**config.mk**
```make
export PLATFORM = sky130hd
export DESIGN_NAME = circular_queue_with_indexed_removal_flat
export DESIGN_NICKNAME = d
export VERILOG_FILES = /design/src/hdl/cqir_pkg.sv /design/src/hdl/cqir_ifs.sv /design/src/hdl/circular_queue_with_indexed_removal.sv /design/src/flat_wrapper.sv
export SDC_FILE = /design/constraint.sdc
export NUM_CORES = 1
export LEC_CHECK = 0
export BUFFER_PORTS_ARGS = -buffer_cell sky130_fd_sc_hd__buf_2
export CORE_MARGIN = 4
export CORE_UTILIZATION = 40
export CTS_CLUSTER_SIZE = 25
export DETAILED_ROUTE_END_ITERATION = 10
export PLACE_DENSITY_LB_ADDON = 0.15
export RECOVER_POWER = 25
export SLEW_MARGIN = 20
export SYNTH_ARGS = -nofsm -noshare
export SYNTH_HDL_FRONTEND = slang
export SYNTH_SLANG_ARGS = --single-unit
```
**constraint.sdc**
```tcl
create_clock -name clk -period 12.84 [get_ports clk]
set_input_delay 0.642 -clock clk [delete_from_list [all_inputs] [get_ports clk]]
set_output_delay 0.642 -clock clk [all_outputs]
set_load 0.03 [all_outputs]
```
**src/hdl/cqir_pkg.sv**
```systemverilog
// Package of the circular queue: default sizes, operation and status codes.
`default_nettype none

package cqir_pkg;

  localparam int DEPTH_DEF      = 16;
  localparam int DATA_WIDTH_DEF = 32;

  typedef enum logic [1:0] {
    OP_PUSH   = 2'd0,
    OP_POP    = 2'd1,
    OP_REMOVE = 2'd2,
    OP_CLEAR  = 2'd3
  } op_t;

  typedef enum logic [1:0] {
    ST_OK    = 2'd0,
    ST_FULL  = 2'd1,
    ST_EMPTY = 2'd2,
    ST_RANGE = 2'd3
  } status_t;

endpackage

`default_nettype wire

```
**src/hdl/cqir_ifs.sv**
```systemverilog
// Valid/ready channel interfaces for the queue's operation and result beats.
`default_nettype none

interface cqir_in_if
  import cqir_pkg::*;
#(
  parameter int DATA_WIDTH = DATA_WIDTH_DEF,
  parameter int POS_WIDTH  = 4
);
  logic                  valid;
  logic                  ready;
  logic [1:0]            kind;
  logic [DATA_WIDTH-1:0] value;
  logic [POS_WIDTH-1:0]  position;

  modport source (output valid, kind, value, position, input ready);
  modport sink   (input valid, kind, value, position, output ready);
endinterface

interface cqir_out_if
  import cqir_pkg::*;
#(
  parameter int DATA_WIDTH  = DATA_WIDTH_DEF,
  parameter int COUNT_WIDTH = 5
);
  logic                   valid;
  logic                   ready;
  logic [1:0]             status;
  logic [DATA_WIDTH-1:0]  front;
  logic [COUNT_WIDTH-1:0] count;

  modport source (output valid, status, front, count, input ready);
  modport sink   (input valid, status, front, count, output ready);
endinterface

`default_nettype wire

```
**src/hdl/circular_queue_with_indexed_removal.sv**
```systemverilog
// Circular queue with removal at a position; store in one synchronous memory.
//
// Operation beats arrive on in_chan (kind, value, position); every beat gives
// exactly one result beat on out_chan (status, front, count), in order.
// A beat is taken only while the sequencer is idle, so one operation is in
// work at a time. Push, clear and every refused operation go straight to
// S_DONE, where the result is registered. A pop passes through S_FRONT_RD and
// S_FRONT_CAP before S_DONE, since the new head word is read back from the
// memory. A removal at position p from a queue of n entries first moves each
// entry behind the gap: it is read and written back one slot nearer the head
// in S_SHIFT_RD and S_SHIFT_WR, through the single read and write ports of
// the memory; then the new front word is read back as for a pop.
// The next beat is accepted in the cycle after the result is registered.
// The result register holds its beat while out_chan.ready is low; one further
// operation may be taken and finished meanwhile, and it then waits until the
// register is free. Reset empties the queue (head slot and count to zero) and
// drops any pending result; the memory contents are not cleared, since only
// live entries are ever reported.
`default_nettype none

module circular_queue_with_indexed_removal
  import cqir_pkg::*;
#(
  parameter int DEPTH      = DEPTH_DEF,
  parameter int DATA_WIDTH = DATA_WIDTH_DEF,
  localparam int AW        = $clog2(DEPTH),
  localparam int CW        = $clog2(DEPTH + 1),
  localparam int PW        = (CW > 4) ? CW : 4
) (
  input  wire logic clk,
  input  wire logic rst_n,
  cqir_in_if.sink   in_chan,
  cqir_out_if.source out_chan
);

  typedef enum logic [2:0] {
    S_IDLE,
    S_SHIFT_RD,
    S_SHIFT_WR,
    S_FRONT_RD,
    S_FRONT_CAP,
    S_DONE
  } state_t;

  state_t                state_r;
  logic [AW-1:0]         head_r;
  logic [CW-1:0]         count_r;
  logic [CW-1:0]         idx_r;
  logic [DATA_WIDTH-1:0] front_r;
  status_t               status_r;

  logic                  out_valid_r;
  logic [1:0]            out_status_r;
  logic [DATA_WIDTH-1:0] out_front_r;
  logic [CW-1:0]         out_count_r;

  logic [DATA_WIDTH-1:0] mem [DEPTH];
  logic [DATA_WIDTH-1:0] rd_data_r;
  logic [AW-1:0]         rd_addr;
  logic [AW-1:0]         wr_addr;
  logic [DATA_WIDTH-1:0] wr_data;
  logic                  wr_en;

  logic                  accept;
  op_t                   op;
  logic [PW-1:0]         pos_ext;
  logic                  is_full;

  // Physical slot of the entry at a distance from the head; the sum stays
  // below twice the depth, so one compare and subtract wraps it.
  function automatic logic [AW-1:0] slot_of(input logic [AW-1:0] base,
                                            input logic [CW-1:0] off);
    logic [AW:0] sum;
    sum = {1'b0, base} + (AW + 1)'(off);
    if (sum >= (AW + 1)'(DEPTH)) begin
      sum = sum - (AW + 1)'(DEPTH);
    end
    return sum[AW-1:0];
  endfunction

  assign accept        = in_chan.valid && in_chan.ready;
  assign in_chan.ready = (state_r == S_IDLE);
  assign op            = op_t'(in_chan.kind);
  // The position is compared at full width, so a small depth never folds it.
  assign pos_ext       = PW'(in_chan.position);
  assign is_full       = (count_r == CW'(DEPTH));

  assign out_chan.valid  = out_valid_r;
  assign out_chan.status = out_status_r;
  assign out_chan.front  = out_front_r;
  assign out_chan.count  = out_count_r;

  always_comb begin
    wr_en   = 1'b0;
    wr_addr = slot_of(head_r, count_r);
    wr_data = in_chan.value;
    rd_addr = head_r;
    if (state_r == S_IDLE) begin
      wr_en = accept && (op == OP_PUSH) && !is_full;
    end else if (state_r == S_SHIFT_WR) begin
      wr_en   = 1'b1;
      wr_addr = slot_of(head_r, idx_r);
      wr_data = rd_data_r;
    end
    if (state_r == S_SHIFT_RD) begin
      rd_addr = slot_of(head_r, idx_r + CW'(1));
    end
  end

  always_ff @(posedge clk) begin
    if (wr_en) begin
      mem[wr_addr] <= wr_data;
    end
    rd_data_r <= mem[rd_addr];
  end

  always_ff @(posedge clk) begin
    if (!rst_n) begin
      state_r     <= S_IDLE;
      head_r      <= '0;
      count_r     <= '0;
      out_valid_r <= 1'b0;
    end else begin
      // In S_DONE the result register is reloaded below instead.
      if (out_valid_r && out_chan.ready && (state_r != S_DONE)) begin
        out_valid_r <= 1'b0;
      end
      unique case (state_r)
        S_IDLE: begin
          if (accept) begin
            unique case (op)
              OP_PUSH: begin
                state_r <= S_DONE;
                if (is_full) begin
                  status_r <= ST_FULL;
                end else begin
                  status_r <= ST_OK;
                  count_r  <= count_r + CW'(1);
                  if (count_r == '0) begin
                    front_r <= in_chan.value;
                  end
                end
              end
              OP_POP: begin
                if (count_r == '0) begin
                  status_r <= ST_EMPTY;
                  state_r  <= S_DONE;
                end else begin
                  status_r <= ST_OK;
                  head_r   <= slot_of(head_r, CW'(1));
                  count_r  <= count_r - CW'(1);
                  state_r  <= S_FRONT_RD;
                end
              end
              OP_REMOVE: begin
                if (pos_ext >= PW'(count_r)) begin
                  status_r <= ST_RANGE;
                  state_r  <= S_DONE;
                end else if (pos_ext + PW'(1) < PW'(count_r)) begin
                  status_r <= ST_OK;
                  idx_r    <= CW'(pos_ext);
                  state_r  <= S_SHIFT_RD;
                end else begin
                  status_r <= ST_OK;
                  count_r  <= count_r - CW'(1);
                  state_r  <= S_FRONT_RD;
                end
              end
              OP_CLEAR: begin
                status_r <= ST_OK;
                head_r   <= '0;
                count_r  <= '0;
                state_r  <= S_DONE;
              end
              default: begin
                status_r <= ST_OK;
                state_r  <= S_DONE;
              end
            endcase
          end
        end
        S_SHIFT_RD: begin
          state_r <= S_SHIFT_WR;
        end
        S_SHIFT_WR: begin
          idx_r <= idx_r + CW'(1);
          if (idx_r + CW'(2) < count_r) begin
            state_r <= S_SHIFT_RD;
          end else begin
            count_r <= count_r - CW'(1);
            state_r <= S_FRONT_RD;
          end
        end
        S_FRONT_RD: begin
          state_r <= S_FRONT_CAP;
        end
        S_FRONT_CAP: begin
          front_r <= rd_data_r;
          state_r <= S_DONE;
        end
        S_DONE: begin
          if (!out_valid_r || out_chan.ready) begin
            out_valid_r  <= 1'b1;
            out_status_r <= status_r;
            out_count_r  <= count_r;
            out_front_r  <= (count_r != '0) ? front_r : '0;
            state_r      <= S_IDLE;
          end
        end
        default: begin
          state_r <= S_IDLE;
        end
      endcase
    end
  end

endmodule

`default_nettype wire

```
**src/flat_wrapper.sv**
```systemverilog
// flat-port wrapper written by rule: the top's interface ports become plain ports
module circular_queue_with_indexed_removal_flat import cqir_pkg::*;
#(
  parameter int DEPTH      = DEPTH_DEF,
  parameter int DATA_WIDTH = DATA_WIDTH_DEF,
  localparam int AW        = $clog2(DEPTH),
  localparam int CW        = $clog2(DEPTH + 1),
  localparam int PW        = (CW > 4) ? CW : 4
)
  (clk, rst_n, in_chan_valid, in_chan_kind, in_chan_value, in_chan_position, in_chan_ready, out_chan_valid, out_chan_status, out_chan_front, out_chan_count, out_chan_ready);
  cqir_in_if #(.DATA_WIDTH(DATA_WIDTH)) in_chan_i ();
  cqir_out_if #(.DATA_WIDTH(DATA_WIDTH)) out_chan_i ();
  input  wire logic clk;
  input  wire logic rst_n;
  input wire logic [$bits(in_chan_i.valid)-1:0] in_chan_valid;
  input wire logic [$bits(in_chan_i.kind)-1:0] in_chan_kind;
  input wire logic [$bits(in_chan_i.value)-1:0] in_chan_value;
  input wire logic [$bits(in_chan_i.position)-1:0] in_chan_position;
  output wire logic [$bits(in_chan_i.ready)-1:0] in_chan_ready;
  output wire logic [$bits(out_chan_i.valid)-1:0] out_chan_valid;
  output wire logic [$bits(out_chan_i.status)-1:0] out_chan_status;
  output wire logic [$bits(out_chan_i.front)-1:0] out_chan_front;
  output wire logic [$bits(out_chan_i.count)-1:0] out_chan_count;
  input wire logic [$bits(out_chan_i.ready)-1:0] out_chan_ready;
  assign in_chan_i.valid = in_chan_valid;
  assign in_chan_i.kind = in_chan_kind;
  assign in_chan_i.value = in_chan_value;
  assign in_chan_i.position = in_chan_position;
  assign in_chan_ready = in_chan_i.ready;
  assign out_chan_valid = out_chan_i.valid;
  assign out_chan_status = out_chan_i.status;
  assign out_chan_front = out_chan_i.front;
  assign out_chan_count = out_chan_i.count;
  assign out_chan_i.ready = out_chan_ready;
  circular_queue_with_indexed_removal #(.DEPTH(DEPTH), .DATA_WIDTH(DATA_WIDTH)) u_core (.clk(clk), .rst_n(rst_n), .in_chan(in_chan_i), .out_chan(out_chan_i));
endmodule
```
==> qor.yml <==
finalWirelength_mm: 58.0
fp.dieH_um: 263
routed_via_density: 5.14
ys_types: 60
timing.hold.worst_endpoint: "u_core.front_r[12]"
reg2reg_setup_slack_ns: 6.72
terminus_of_the_critical_flop_to_flop_path: "u_core.mem[12][25]"
critical_path.startpoint_type: "register"
path_buf_inv: 2
timing.setup.critical_path_class: "register to register"
yosysSeqAreaShare_pct: 71.7
worstMarginPinSlew_ns: 3.34
regToRegStartpoint: "u_core.state_r[1]"
fin_tns_setup_ns: 0
post_synth_inst_count: 1460
placedInstanceArea_sq_mm: 0.0275
cts_inserted_buffers: 69
detail_route.first_pass.iterations: 4
areaGrowthSynthToFinish_pct: 14.6
timing.clock.skew_ns: 0.0155
cts_hold_repair.buffers: 0
clock_insertion_delay_worst_skew_ns: 0.60
initialDrtViolationCount: 799
cts_setup_buffers: 0
tritoncts: "done"
timing.max_cap.violations: 4
cp_slowest_stage_delay_ns: 2.38
postSynth.topFlopCell: "sky130_fd_sc_hd__edfxtp_1"
critical_path_sink_type: "register"
route.vias.total: 12821
clock_sinks: 635
synth_fp_nets: 1537
setup-violations-final: 0
post_cts_resize_count: 0
synth.avg_cell_area_sq_um: 17.8
dieArea_sq_mm: 0.0691
syn_area_sq_mm: 0.0260
path_clk_slew_ns: 0.06
maximum_frequency_from_static_timing_analysis_ghz: 0.164
synth_async_sr_flop_share_pct: 0
violations_in_the_final_reports: "max-capacitance violations, max-slew violations"
crit_path_max_fanout: 46
detailed_place_hpwl_mm: 30.1
initial_core_utilization_pct: 40.4
crit_required_ns: 13.06
first_global_vias: 13187
maxUsedRoutingLayer: "met4"
die_w_um: 263
ctsRootBufferMaster: "sky130_fd_sc_hd__clkbuf_16"
hold_start: "in_chan_value[12]"
first_pass_grt_wire_length_mm: 86.3
wl_met2_mm: 28.1
wl_met1_mm: 26.6
final_hold_fails: 0
final_cell_area_sq_mm: 0.0298
register_bit_total_from_synthesis: 635
pin_count: 83
path_delay_family: "buffers and inverters"
post_route_cells_drive_above_1_share_pct: 18.7
ir_worst_vdd_uv: 78.3
cp_cell_sequence: "nor3b_1 -> clkbuf_1 -> o21ai_1 -> nor3_4 -> buf_4"
nNetsFinal: 1659
timing.hold.worst.class: "input port to register"
placeableCoreArea_sq_mm: 0.0643
period_needed_ns: 6.12
cellPowerDensity_mw_per_mm2: 180
rsz0062_at_grt: "no"
max-clock-path-buffers: 3
ant_nets: 0
rr_worst_depth: 5
yosys_warnings: 0
grt_antenna_before_repair: 1
htree_levels: 3
slew-limit-headroom_pct: -123
power.leakage_uw: 0.0117
cpMaxStageDelayCell: "sky130_fd_sc_hd__clkbuf_1"
fp-row-count: 93
met3_wirelength_mm: 2.22
final.fill_count: 5495
timing.final.crit_share_pct: 47.6
grt.overflow.total: 0
grt_start_max_net_pins: 124
count_of_flip_flops_with_a_built_in_enable_after_synthesis: 590
finalMaxSlewViolations: 155
gp_congestion: 0.730
outcome: "complete, but fails checks"
io_buffers: 82
grt_util_all_layers_pct: 16.6
wire_per_inst_um: 23.3
worstHoldPathCells: 2
signal_arrival_time_at_the_worst_endpoint_ns: 6.34
post-route-drc-count: 0
## cell usage after synthesis, drive strengths merged, types with 12 or more instances
master,count,area (sq um)
mux4,64,1440
mux2i,295,2960
nor2b,37,231
mux2,32,360
nand3,12,60.1
nor3,18,90.1
ha,32,400
clkbuf,24,103
buf,44,274
inv,16,60.1
nor2,13,48.8
dfxtp,45,901
o21ai,17,88.8
a21oi,20,100
nand2,127,477
edfxtp,590,17700
## where the power goes
part / switching (uW) / internal (uW) / leakage [uW]
clock: 791 / 1210 / 0.00115
combinational: 512 / 322 / 0.00488
sequential: 54.5 / 2470 / 0.00570
total: 1360 / 4000 / 0.0117
## flip-flops by register name, indices dropped and copies added (netlist names)
name and count:
u_core.count_r 5, u_core.front_r 32, u_core.status_r 2, u_core.rd_data_r 32
u_core.out_chan.count 5, u_core.out_chan.valid 1, u_core.head_r 4, u_core.state_r 3
u_core.out_chan.front 32, u_core.idx_r 5, u_core.mem 512, u_core.out_chan.status 2
## cell type report
| class | count | area, sq um | area share [%] |
|---|---|---|---|
| antenna | 1 | 2.50 | 0.00841 |
| clock buffer | 92 | 1980 | 6.65 |
| clock inverter | 34 | 335 | 1.13 |
| inverter | 16 | 60.1 | 0.202 |
| multi-input combinational | 741 | 7070 | 23.7 |
| sequential | 635 | 18600 | 62.6 |
| tap | 855 | 1070 | 3.59 |
| timing repair buffer | 119 | 636 | 2.14 |
## placed cells by master, fill, tap and decap left out, drive strengths merged, types with 2 or more instances in the layout
cell type and count:
or3b 2, nor2 13, mux2i 295, fa 3, nor3 18, clkinv 24, nor2b 37, a21boi 2
o22ai 3, nor3b 4, buf 75, ha 32, o21ai 17, dfxtp 45, xor2 7, a32oi 2
inv 20, o21a 2, a21o 7, xnor2 10, mux2 32, nor4b 2, bufinv 6, a31o 2
and2 3, a21oi 20, o311ai 2, and3b 2, nand2b 2, clkbuf 136, and3 3, nand3 12
edfxtp 590, nand2 127, mux4 64
## worst max-delay path by stage
| stage | startpoint | endpoint | slack (ns) | cells after the start |
|---|---|---|---|---|
| after global placement | u_core.idx_r[1] | u_core.rd_data_r[0] | 7.44 | 10 |
| after CTS | u_core.idx_r[1] | u_core.rd_data_r[1] | 7.33 | 10 |
| after global routing | u_core.state_r[1] | u_core.mem[14][3] | 6.36 | 5 |
| after floorplan | u_core.head_r[1] | u_core.mem[0][0] | 8.44 | 7 |
| after detailed placement | u_core.idx_r[1] | u_core.rd_data_r[1] | 7.35 | 10 |
| final | u_core.state_r[1] | u_core.mem[12][25] | 6.72 | 5 |
## per-layer routing
| metal | GRT usage, % | vias to the layer above |
|---|---|---|
| met3 | 2.75 | 76 |
| met1 | 23.0 | 6581 |
| li1 | - | 5936 |
| met2 | 27.4 | 228 |
| met5 | 0 | - |
| met4 | 4.79 | 0 |
## metrics by stage
stage          setup WS (ns)  power (uW)  hold slack (ns)  util [%]  cells
5_1_grt                 6.36        5590            0.351      46.3   2492
2_1_floorplan           8.44        3140            0.400         -   1460
4_1_cts                 7.33        5430            0.333      46.4   2492
3_3_place_gp            7.44        3400            0.403      42.8   2366
3_5_place_dp            7.35        3420            0.407      42.8   2366
6_report                6.72        5350            0.368      46.3   2493
## cells by family after synthesis
| group | synth area share, % |
|---|---|
| compound gates | 1.73 |
| xor+xnor | 0.602 |
| fa+ha+maj | 1.77 |
| buf+inv | 1.68 |
| flops | 71.7 |
| mux | 18.3 |
| simple gates | 4.20 |
Note: power is estimated with default switching activity, not from simulation.
